--- config.mk ---
export PLATFORM = sky130hd
export DESIGN_NAME = equalize_charge_phase_controller_unit
export DESIGN_NICKNAME = d
export VERILOG_FILES = /design/src/hw/rtl/eqc_pkg.sv /design/src/hw/rtl/eqc_serial_div.sv /design/src/hw/rtl/equalize_charge_phase_controller_unit.sv
export VERILOG_INCLUDE_DIRS = /design/src /design/src/hw/rtl
export SDC_FILE = /design/constraint.sdc
export NUM_CORES = 1
export LEC_CHECK = 0
export ABC_AREA = 1
export ABC_CLOCK_PERIOD_IN_PS = 12800
export BUFFER_PORTS_ARGS = -buffer_cell sky130_fd_sc_hd__buf_2
export CAP_MARGIN = 15
export CORE_UTILIZATION = 58
export CTS_BUF_LIST = sky130_fd_sc_hd__clkbuf_4 sky130_fd_sc_hd__clkbuf_8
export DETAILED_ROUTE_END_ITERATION = 7
export GPL_ROUTABILITY_DRIVEN = 0
export PLACE_DENSITY = 0.83
export SLEW_MARGIN = 10
export SYNTH_ARGS = -nofsm -noshare
export SYNTH_HDL_FRONTEND = slang
export SYNTH_SLANG_ARGS = --single-unit
--- constraint.sdc ---
create_clock -name clock -period 12.8 [get_ports clock]
set_input_delay 2.56 -clock clock [delete_from_list [all_inputs] [get_ports clock]]
set_output_delay 2.56 -clock clock [all_outputs]
set_load 0.05 [all_outputs]
--- src/hw/rtl/assert_macros.svh ---
// Assertion macros used by the RTL of the equalize charge controller.
`ifndef ASSERT_MACROS_SVH
`define ASSERT_MACROS_SVH

`ifndef SYNTHESIS
// Same-cycle implication, checked on every rising clock edge out of reset.
`define ASSERT_IMPLY(label, clk, rst, ante, cons) \
   label: assert property (@(posedge clk) disable iff (rst) (ante) |-> (cons)) \
      else $error("implication check failed");
// Next-cycle implication.
`define ASSERT_NEXT(label, clk, rst, ante, cons) \
   label: assert property (@(posedge clk) disable iff (rst) (ante) |=> (cons)) \
      else $error("next-cycle check failed");
`else
`define ASSERT_IMPLY(label, clk, rst, ante, cons)
`define ASSERT_NEXT(label, clk, rst, ante, cons)
`endif

`endif

--- src/hw/rtl/eqc_pkg.sv ---
// Package: types, widths and constants of the equalize charge controller.
`timescale 1ns / 1ps
`default_nettype none
package eqc_pkg;

   // field widths
   localparam int TIMER_W   = 32;
   localparam int MV_W      = 16;
   localparam int AH_W      = 16;
   localparam int CUR_W     = 16;
   localparam int VOLT_W    = 12;
   localparam int HOURS_W   = 8;
   localparam int SOC_W     = 7;
   localparam int REST_W    = 21;
   localparam int SCALED_W  = AH_W + SOC_W;

   // port widths
   localparam int REQ_TDATA_W = 72;
   localparam int RSP_TDATA_W = 96;
   localparam int CSR_INDEX_W = 3;
   localparam int CSR_DATA_W  = 16;

   // serial divider geometry
   localparam int DIV_W     = 32;
   localparam int DIVISOR_W = 16;

   // constants
   localparam logic [DIVISOR_W-1:0] SEC_PER_HOUR  = 16'd3600;
   localparam logic [DIVISOR_W-1:0] SEC_PER_MIN   = 16'd60;
   localparam logic [TIMER_W-1:0]   CHECK_SPAN    = 32'd900;
   localparam logic [TIMER_W-1:0]   FORCE_SPAN    = 32'd1800;
   localparam logic [CUR_W-1:0]     FORCE_CURRENT = 16'd50;
   localparam logic [MV_W:0]        DROP_LIMIT    = 17'd50;
   localparam logic [SOC_W-1:0]     SOC_CAP       = 7'd98;
   localparam logic [SOC_W-1:0]     SOC_SCALE     = 7'd100;
   localparam logic [VOLT_W-1:0]    V_LITHIUM     = 12'd2600;
   localparam logic [VOLT_W-1:0]    V_LEAD        = 12'd2850;

   typedef enum logic [1:0] {
      PH_START = 2'd0,
      PH_EQUAL = 2'd1,
      PH_END   = 2'd2,
      PH_DONE  = 2'd3
   } phase_type;

   typedef enum logic {
      CTL_IDLE = 1'b0,
      CTL_RUN  = 1'b1
   } ctl_type;

   typedef enum logic [CSR_INDEX_W-1:0] {
      CSR_EQUAL_CURRENT   = 3'd0,
      CSR_MAX_CURRENT     = 3'd1,
      CSR_EQUAL_HOURS     = 3'd2,
      CSR_FORCE_EQUAL     = 3'd3,
      CSR_LITHIUM_PROFILE = 3'd4,
      CSR_INITIAL_SOC     = 3'd5,
      CSR_CAPACITY_AH     = 3'd6
   } csr_index_type;

endpackage
`default_nettype wire

--- src/hw/rtl/eqc_serial_div.sv ---
// Restoring bit-serial divider: one quotient bit per cycle, MSB first.
`timescale 1ns / 1ps
`default_nettype none
module eqc_serial_div
   import eqc_pkg::*;
#(
   parameter int DIVIDEND_W = DIV_W,
   parameter int DIVR_W     = DIVISOR_W
) (
   input  wire logic                  clock,
   input  wire logic                  reset,
   input  wire logic                  start,
   input  wire logic [DIVIDEND_W-1:0] dividend,
   input  wire logic [DIVR_W-1:0]     divisor,
   output logic                       busy,
   output logic [DIVIDEND_W-1:0]      quotient,
   output logic [DIVR_W-1:0]          remainder
);

   localparam int CNT_W = $clog2(DIVIDEND_W + 1);

   logic [DIVIDEND_W-1:0] quo_ff, quo_in;
   logic [DIVR_W-1:0]     rem_ff, rem_in;
   logic [DIVR_W-1:0]     divr_ff, divr_in;
   logic [CNT_W-1:0]      cnt_ff, cnt_in;
   logic                  busy_ff, busy_in;

   logic [DIVR_W:0] trial;
   logic [DIVR_W:0] diff;
   logic            take;

   always_comb begin
      trial   = {rem_ff, quo_ff[DIVIDEND_W-1]};
      diff    = trial - {1'b0, divr_ff};
      take    = (trial >= {1'b0, divr_ff});
      quo_in  = quo_ff;
      rem_in  = rem_ff;
      divr_in = divr_ff;
      cnt_in  = cnt_ff;
      busy_in = busy_ff;
      if (start) begin
         quo_in  = dividend;
         rem_in  = '0;
         divr_in = divisor;
         cnt_in  = CNT_W'(DIVIDEND_W);
         busy_in = 1'b1;
      end else if (busy_ff) begin
         quo_in  = {quo_ff[DIVIDEND_W-2:0], take};
         rem_in  = take ? diff[DIVR_W-1:0] : trial[DIVR_W-1:0];
         cnt_in  = cnt_ff - CNT_W'(1);
         busy_in = (cnt_ff != CNT_W'(1));
      end
   end

   always_ff @(posedge clock) begin
      if (reset) begin
         busy_ff <= 1'b0;
         cnt_ff  <= '0;
      end else begin
         busy_ff <= busy_in;
         cnt_ff  <= cnt_in;
      end
      quo_ff  <= quo_in;
      rem_ff  <= rem_in;
      divr_ff <= divr_in;
   end

   assign busy      = busy_ff;
   assign quotient  = quo_ff;
   assign remainder = rem_ff;

endmodule
`default_nettype wire

--- src/hw/rtl/equalize_charge_phase_controller_unit.sv ---
// Top level: equalization charge phase sequencer with serial SOC and time math.
`timescale 1ns / 1ps
`default_nettype none
`include "assert_macros.svh"
// One request word is one timer tick. The sequencer loads the current and
// voltage setpoints and the deadline in the start phase, watches timeout and
// the 15-minute dV/dt check while equalizing, refreshes SOC and remaining
// hours on whole minutes, and pulses restart/idle/clear-force on the ending
// step in forced mode. The response word is registered when the step commits,
// and the next request word can be taken as soon as the response turns valid;
// no word is taken before the last step commits, which waits for a free output:
// three 32-bit bit-serial dividers run side by side (timer
// mod 60, charged share over capacity, time left over 3600 s), one quotient
// bit per cycle, and the step commits when they finish. A finished response
// waits in the output register while the next request word is accepted.
// Configuration writes land at once; write them only while no word is in
// flight. Register indexes: 0 equal_current, 1 max_current, 2 equal_hours,
// 3 force_equal, 4 lithium_profile, 5 initial_soc, 6 capacity_ah; index 7
// is ignored.
module equalize_charge_phase_controller_unit
   import eqc_pkg::*;
(
   input  wire logic                   clock,
   input  wire logic                   reset,
   // request: restart, now_seconds, cell_millivolts, charged_ah (low to high)
   input  wire logic                   req_tvalid,
   output logic                        req_tready,
   input  wire logic [REQ_TDATA_W-1:0] req_tdata,
   // response: phase, current_request, cell_voltage_request, phase_deadline,
   // dvdt_fault, start_next, go_idle, clear_force, soc_percent, rest_hours,
   // display_update (low to high)
   output logic                        rsp_tvalid,
   input  wire logic                   rsp_tready,
   output logic [RSP_TDATA_W-1:0]      rsp_tdata,
   // configuration write port
   input  wire logic                   csr_we,
   input  wire logic [CSR_INDEX_W-1:0] csr_index,
   input  wire logic [CSR_DATA_W-1:0]  csr_wdata
);

   // ---------------- configuration registers ----------------
   logic [CUR_W-1:0]   equal_current_ff;
   logic [CUR_W-1:0]   max_current_ff;
   logic [HOURS_W-1:0] equal_hours_ff;
   logic               force_equal_ff;
   logic               lithium_ff;
   logic [SOC_W-1:0]   initial_soc_ff;
   logic [AH_W-1:0]    capacity_ff;

   always_ff @(posedge clock) begin
      if (reset) begin
         equal_current_ff <= '0;
         max_current_ff   <= '0;
         equal_hours_ff   <= '0;
         force_equal_ff   <= 1'b0;
         lithium_ff       <= 1'b0;
         initial_soc_ff   <= '0;
         capacity_ff      <= AH_W'(1);
      end else if (csr_we) begin
         case (csr_index_type'(csr_index))
            CSR_EQUAL_CURRENT:   equal_current_ff <= csr_wdata[CUR_W-1:0];
            CSR_MAX_CURRENT:     max_current_ff   <= csr_wdata[CUR_W-1:0];
            CSR_EQUAL_HOURS:     equal_hours_ff   <= csr_wdata[HOURS_W-1:0];
            CSR_FORCE_EQUAL:     force_equal_ff   <= csr_wdata[0];
            CSR_LITHIUM_PROFILE: lithium_ff       <= csr_wdata[0];
            CSR_INITIAL_SOC:     initial_soc_ff   <= csr_wdata[SOC_W-1:0];
            CSR_CAPACITY_AH:     capacity_ff      <= csr_wdata[AH_W-1:0];
            default: ;
         endcase
      end
   end

   // ---------------- request unpack ----------------
   logic               req_restart;
   logic [TIMER_W-1:0] req_now;
   logic [MV_W-1:0]    req_mv;
   logic [AH_W-1:0]    req_ah;
   logic [SCALED_W-1:0] ah_scaled;

   assign req_restart = req_tdata[0];
   assign req_now     = req_tdata[TIMER_W:1];
   assign req_mv      = req_tdata[TIMER_W+MV_W:TIMER_W+1];
   assign req_ah      = req_tdata[TIMER_W+MV_W+AH_W:TIMER_W+MV_W+1];
   assign ah_scaled   = SCALED_W'(req_ah) * SCALED_W'(SOC_SCALE);

   // ---------------- control ----------------
   ctl_type ctl_ff, ctl_in;
   logic    accept;
   logic    commit;
   logic    div_busy;
   logic    rsp_valid_ff, rsp_valid_in;

   assign accept = req_tvalid && req_tready;

   always_comb begin
      ctl_in     = ctl_ff;
      req_tready = 1'b0;
      commit     = 1'b0;
      case (ctl_ff)
         CTL_IDLE: begin
            req_tready = 1'b1;
            if (req_tvalid) ctl_in = CTL_RUN;
         end
         CTL_RUN: begin
            // commit once all dividers are done and the output slot is free
            if (!div_busy && (!rsp_valid_ff || rsp_tready)) begin
               commit = 1'b1;
               ctl_in = CTL_IDLE;
            end
         end
         default: ctl_in = CTL_IDLE;
      endcase
   end

   always_comb begin
      rsp_valid_in = rsp_valid_ff;
      if (commit)          rsp_valid_in = 1'b1;
      else if (rsp_tready) rsp_valid_in = 1'b0;
   end

   always_ff @(posedge clock) begin
      if (reset) begin
         ctl_ff       <= CTL_IDLE;
         rsp_valid_ff <= 1'b0;
      end else begin
         ctl_ff       <= ctl_in;
         rsp_valid_ff <= rsp_valid_in;
      end
   end

   // latched request word
   logic               restart_ff;
   logic [TIMER_W-1:0] now_ff;
   logic [MV_W-1:0]    mv_ff;

   always_ff @(posedge clock) begin
      if (accept) begin
         restart_ff <= req_restart;
         now_ff     <= req_now;
         mv_ff      <= req_mv;
      end
   end

   // ---------------- sequencer state ----------------
   phase_type          phase_ff, phase_in;
   logic [TIMER_W-1:0] deadline_ff, deadline_in;
   logic [TIMER_W-1:0] check_ff, check_in;
   logic [MV_W-1:0]    last_mv_ff, last_mv_in;
   logic [CUR_W-1:0]   cur_ff, cur_in;
   logic [VOLT_W-1:0]  volt_ff, volt_in;
   logic [SOC_W-1:0]   soc_ff, soc_in;
   logic [REST_W-1:0]  rest_ff, rest_in;

   // ---------------- serial dividers ----------------
   logic                 min_busy, soc_busy, rest_busy;
   logic [DIV_W-1:0]     min_quo, soc_quo, rest_quo;
   logic [DIVISOR_W-1:0] min_rem, soc_rem, rest_rem;

   // now mod 60
   eqc_serial_div #(
      .DIVIDEND_W (DIV_W),
      .DIVR_W     (DIVISOR_W)
   ) u_min_div (
      .clock     (clock),
      .reset     (reset),
      .start     (accept),
      .dividend  (req_now),
      .divisor   (SEC_PER_MIN),
      .busy      (min_busy),
      .quotient  (min_quo),
      .remainder (min_rem)
   );

   // charged_ah * 100 / capacity
   eqc_serial_div #(
      .DIVIDEND_W (DIV_W),
      .DIVR_W     (DIVISOR_W)
   ) u_soc_div (
      .clock     (clock),
      .reset     (reset),
      .start     (accept),
      .dividend  (DIV_W'(ah_scaled)),
      .divisor   (DIVISOR_W'(capacity_ff)),
      .busy      (soc_busy),
      .quotient  (soc_quo),
      .remainder (soc_rem)
   );

   // (deadline - now) / 3600; used only when the deadline is ahead
   eqc_serial_div #(
      .DIVIDEND_W (DIV_W),
      .DIVR_W     (DIVISOR_W)
   ) u_rest_div (
      .clock     (clock),
      .reset     (reset),
      .start     (accept),
      .dividend  (deadline_ff - req_now),
      .divisor   (SEC_PER_HOUR),
      .busy      (rest_busy),
      .quotient  (rest_quo),
      .remainder (rest_rem)
   );

   assign div_busy = min_busy || soc_busy || rest_busy;

   // ---------------- step logic ----------------
   phase_type          phase_now;
   logic [CUR_W-1:0]   cur_capped;
   logic [19:0]        hour_span;
   logic [MV_W:0]      drop;
   logic [DIV_W:0]     soc_sum;
   logic               on_minute;
   logic               fault;
   logic               pulse;
   logic               refresh;

   always_comb begin
      phase_now   = restart_ff ? PH_START : phase_ff;
      cur_capped  = (equal_current_ff > max_current_ff) ? max_current_ff
                                                        : equal_current_ff;
      hour_span   = 20'(equal_hours_ff) * 20'(SEC_PER_HOUR);
      drop        = {1'b0, last_mv_ff} - {1'b0, mv_ff};
      soc_sum     = (DIV_W+1)'(soc_quo) + (DIV_W+1)'(initial_soc_ff);
      on_minute   = (min_rem == '0);

      phase_in    = phase_now;
      deadline_in = deadline_ff;
      check_in    = check_ff;
      last_mv_in  = last_mv_ff;
      cur_in      = cur_ff;
      volt_in     = volt_ff;
      soc_in      = soc_ff;
      rest_in     = rest_ff;
      fault       = 1'b0;
      pulse       = 1'b0;
      refresh     = 1'b0;

      case (phase_now)
         PH_START: begin
            if (force_equal_ff) begin
               deadline_in = now_ff + FORCE_SPAN;
               cur_in      = FORCE_CURRENT;
            end else begin
               deadline_in = now_ff + TIMER_W'(hour_span);
               cur_in      = cur_capped;
            end
            last_mv_in = '0;
            check_in   = now_ff + CHECK_SPAN;
            volt_in    = lithium_ff ? V_LITHIUM : V_LEAD;
            phase_in   = PH_EQUAL;
         end
         PH_EQUAL: begin
            if (now_ff > deadline_ff) begin
               phase_in = PH_END;
            end else if (now_ff >= check_ff) begin
               // dV/dt check: fault on a drop of more than the limit
               if ((last_mv_ff > mv_ff) && (drop > DROP_LIMIT)) begin
                  fault    = 1'b1;
                  phase_in = PH_END;
               end
               last_mv_in = mv_ff;
               check_in   = now_ff + CHECK_SPAN;
            end
            if (on_minute) begin
               if (capacity_ff == '0)
                  soc_in = SOC_CAP;
               else if (soc_sum > (DIV_W+1)'(SOC_CAP))
                  soc_in = SOC_CAP;
               else
                  soc_in = soc_sum[SOC_W-1:0];
               if (deadline_ff > now_ff)
                  rest_in = rest_quo[REST_W-1:0] + REST_W'(1);
               else
                  rest_in = REST_W'(1);
               refresh = 1'b1;
            end
         end
         PH_END: begin
            pulse    = force_equal_ff;
            phase_in = PH_DONE;
         end
         default: ;
      endcase
   end

   always_ff @(posedge clock) begin
      if (reset) begin
         phase_ff    <= PH_START;
         deadline_ff <= '0;
         check_ff    <= '0;
         last_mv_ff  <= '0;
         cur_ff      <= '0;
         volt_ff     <= '0;
         soc_ff      <= '0;
         rest_ff     <= '0;
      end else if (commit) begin
         phase_ff    <= phase_in;
         deadline_ff <= deadline_in;
         check_ff    <= check_in;
         last_mv_ff  <= last_mv_in;
         cur_ff      <= cur_in;
         volt_ff     <= volt_in;
         soc_ff      <= soc_in;
         rest_ff     <= rest_in;
      end
   end

   // ---------------- response register ----------------
   logic [RSP_TDATA_W-1:0] rsp_word;
   logic [RSP_TDATA_W-1:0] rsp_data_ff;

   assign rsp_word = RSP_TDATA_W'({refresh, rest_in, soc_in, pulse, pulse, pulse, fault,
                                   deadline_in, volt_in, cur_in, phase_in});

   always_ff @(posedge clock) begin
      if (commit) rsp_data_ff <= rsp_word;
   end

   assign rsp_tvalid = rsp_valid_ff;
   assign rsp_tdata  = rsp_data_ff;

   // ---------------- assertions ----------------
   // no divider may still run while a new word can be accepted
   `ASSERT_IMPLY(a_idle_div_done, clock, reset, ctl_ff == CTL_IDLE, !div_busy)
   // every committed step leaves the start phase behind
   `ASSERT_NEXT(a_commit_leaves_start, clock, reset, commit, phase_ff != PH_START)
   // a dV/dt fault always comes with the ending phase
   `ASSERT_IMPLY(a_fault_ends, clock, reset, rsp_tvalid && rsp_tdata[62],
                 rsp_tdata[1:0] == PH_END)
   // end-of-charge pulses only on the step that finishes
   `ASSERT_IMPLY(a_pulse_done, clock, reset, commit && pulse, phase_in == PH_DONE)

endmodule
`default_nettype wire
==> results.txt <==
----------------------------------------------------
[Setup path]
  Critical Path, Cell by Cell ... inv_1 > fa_1 > inv_1 > ha_1 > ha_1 > ha_1 > inv_1 > fa_1 > o21ai_0 > a21oi_1 > o21ai_0 > xnor2_1 > inv_1 > ha_1 > nand2_1 > nor2_1 > nand4_1 > o21ai_0 > nand2_1 > nand2_1 > nand2_1 > o21ai_0 > xor2_1 > o21ai_0
  Largest incremental delay on the critical path ... 0.57 ns
  Buffers and inverters on the worst path ... 4
  Cell mode on critical path ... sky130_fd_sc_hd__o21ai_0
  CP max FO ... 5
  Arrival time of the worst setup path ... between 6 and 7 ns
  Kind of launch point of the worst setup path ... flop
  Family with the most delay on the worst path ... adder cells
  Classification of the worst setup path ... flop to flop
  Required @ worst endpoint ... 13.27 ns
  CP max-delay cell ... sky130_fd_sc_hd__fa_1
  Worst Setup End Kind ... flop

[Clock tree]
  CTS-repair resized insts ... 0
  Clock tree from TritonCTS ... yes
  Clock buffers created by TritonCTS ... 90
  Level count of the clock H-tree ... 3
  Clock-pin transition on the worst setup and hold timing paths ... 0.06 ns
  Number of sinks on the clock net ... 528
  Clock insertion delay at the later pin of the skew report ... 0.75 ns
  Root Driver ... sky130_fd_sc_hd__clkbuf_8
  Maximum buffer depth of the clock tree ... 3
  Post-CTS setup buffer count ... 0
  Number of buffers inserted for hold repair after clock tree synthesis ... 0

[Synthesis]
  Mapped Avg Cell Area ... 7.68 sq um
  Synthesized instance count ... 4245
  Nets in the synthesized netlist ... roughly 4.6k
  Commonest cells in the netlist ... 890 x sky130_fd_sc_hd__nand2_1, 613 x sky130_fd_sc_hd__inv_1, 425 x sky130_fd_sc_hd__nor2_1
  Number of enable-type register cells in the synthesized netlist ... 243
  Unique cell type count in the Yosys netlist ... 63
  Async S/R FF share, synth ... 0%
  Cell accounting for the most synthesized area ... sky130_fd_sc_hd__edfxtp_1
  Largest cells by area after synthesis ... sky130_fd_sc_hd__edfxtp_1 22%, sky130_fd_sc_hd__dfxtp_1 18%, sky130_fd_sc_hd__ha_1 10%
  Post-synthesis cell area ... 32600 sq um
  Count of yosys warnings during synthesis ... 0
  Dominant register cell in the synthesized netlist ... sky130_fd_sc_hd__dfxtp_1
  Fraction of post-synthesis cell area in the top cell type by area ... roughly 22%
  Post-synthesis sequential area ratio ... around 40%
  Count of state elements after synthesis ... 528
  Top-count cell post-synth ... sky130_fd_sc_hd__nand2_1

[STA]
  Max Clock Freq ... 0.168 GHz
  Worst slew margin ... 25.1%
  Hold_ws ... 0.445 ns
  RSZ-0062 raised after global routing ... no
  Number of pins exceeding their max-slew limit in the final report ... 0
  Min cycle time layout ... 5.97 ns
  Worst-margin pin slew ... 1.12 ns
  Period utilisation layout ... a little under half
  Final count of negative-setup-slack endpoints ... 0
  Total count of hold-check failures in the final report ... 0
  Clock tree skew after final layout ... 0.0713 ns
  Post-Route Setup TNS ... 0 ns

[Die]
  Starting utilization of the core area ... 58.9%
  Number of placement rows ... 86
  Ports ... 194
  Die extent in y ... ~240 um
  Core footprint ... 55300 sq um
  Die Wd ... about 240 um
  Die ar. ... between 50000 and 60000 sq um

[Global route]
  Antenna violations before repair ... 6
  Total global routing overflow ... 0
  Vias in the first global route ... roughly 27k
  Maximum number of pins on one net before global-route repair ... 115
  Total routing usage reported by global routing ... 30.4%
  Global-route wire length before repair ... 138000 um

[Placed design]
  Count of buffers inserted at the top-level ports ... 185
  Detailed Place HPWL ... about 64000 um

[Routing]
  Total wirelength of the detailed-routed design ... ~88000 um
  Count of TritonRoute iterations in the first routing pass ... 7
  ANT nets after route ... 0
  Final routed wire length divided by cell count ... 16.7 um
  Number of violations reported at the end of detailed-routing iteration 0 ... 3093
  Total DRC errors in the routed layout ... 0
  Detailed-route via count ... 29.7k
  Number of vias per cell ... 5.66

[Finish]
  Footprint of the multi-input gates ... 16800 sq um
  Proportion of layout cells with a drive suffix above 1 ... 9.67%
  Number of nets in the layout ... 4813
  Combined flip-flop and latch cell area ... 13000 sq um
  FILL cells ... 4591
  Area grow syn2layout ... 11.1%

[Power]
  Leakage ... ~17 nW
  Peak ir drop on the vdd network ... 0.112 mV
  P per Cell Area ... ~140 nW/um^2

[Min path]
  Worst hold path class ... flop to flop

[Outcome]
  Outcome ... complete, no violations

[Run]
  # Max-Cap Violations ... 0

----------------------------------------------------
routing by layer:
metal / share of wire, % / vias to the layer above / global-route usage (%)
met5: 0 / - / 0
met4: 4.2 / 0 / 14.4
met1: 42 / 13581 / 40.2
li1: - / 14450 / -
met3: 9.3 / 266 / 5.33
met2: 45 / 1430 / 48.3
cell usage in the layout (no fill, tap or decap), drive strengths merged, types with 7 or more instances in the layout:
master and n:
nand2 906, or2 15, a21oi 267, buf 206
clkbuf 130, xnor2 34, xor2 87, nor4 19
o21ai 356, o211ai 21, fa 24, nand3b 15
ha 269, nand4 53, clkinv 29, a31oi 27
o21bai 14, o22ai 45, o21a 12, nor3 55
a22o 9, nor2 436, a21o 9, inv 624
dfxtp 285, bufinv 7, nand3 254, edfxtp 243
worst paths after layout:
kind,from,to,slack (ns),cells past startpoint
worst max-delay path,equal_hours_ff[1]$_SDFFE_PP0P_,rsp_tdata[56]$_DFFE_PP_,6.83,24
worst min-delay path,volt_ff[0]$_SDFFE_PP0P_,volt_ff[0]$_SDFFE_PP0P_,0.44,2
worst min register to register,volt_ff[0]$_SDFFE_PP0P_,volt_ff[0]$_SDFFE_PP0P_,0.44,2
worst max register to register,equal_hours_ff[1]$_SDFFE_PP0P_,rsp_tdata[56]$_DFFE_PP_,6.83,24
power breakdown:
group          switching, mW  internal, mW  leakage, nW
clock                  0.743         0.974         1.08
sequential             0.119          1.95         4.66
combinational          0.770         0.365         11.1
through the flow:
stage	std cells	util, %	setup slack (ns)	cell area (sq um)	power [mW]
2_1_floorplan	4245	-	7.24	32600	2.89
3_3_place_gp	5078	61.7	6.76	34100	3.17
3_5_place_dp	5078	61.7	6.66	34100	3.20
4_1_cts	5246	65.4	6.89	36200	4.91
5_1_grt	5251	65.5	6.34	36200	5.16
6_report	5251	65.5	6.83	36200	4.92
worst min-delay path: stages, from the launching register on:
cell                      delay (ns)
sky130_fd_sc_hd__dfxtp_1        0.29
sky130_fd_sc_hd__inv_1          0.06
sky130_fd_sc_hd__nor3_1         0.05
state kept, by name, summed over array words and instances, names as in the netlist, 21 cells and up:
register / count
deadline_ff: 32
check_ff: 32
rsp_tdata: 93
u_min_div.quotient: 32
u_rest_div.quotient: 32
now_ff: 32
rest_ff: 21
u_soc_div.quotient: 32
logic make-up (layout without fill, tap and decap cells):
group,Yosys count,after routing,synth area share (%)
and+or+nand+nor,1766,1766,22.9
AOI/OAI and AO/OA,792,792,13.4
buffers and inverters,744,999,8.73
DFF,528,528,39.9
adders and majority gates,293,293,11.8
xor gates and xnor gates,121,121,3.25
other,1,4,0.0115
area by class of cell:
class                           count  share of cell area, %
Multi-Input combinational cell   2973                   46.3
Clock inverter                     38                   1.16
Timing Repair Buffer              206                   3.04
Sequential cell                   528                   35.9
Inverter                          625                   6.49
Clock buffer                      130                   4.51
Antenna cell                        3                 0.0207
Tap cell                          748                   2.58
(Power assumes the default switching activity.)
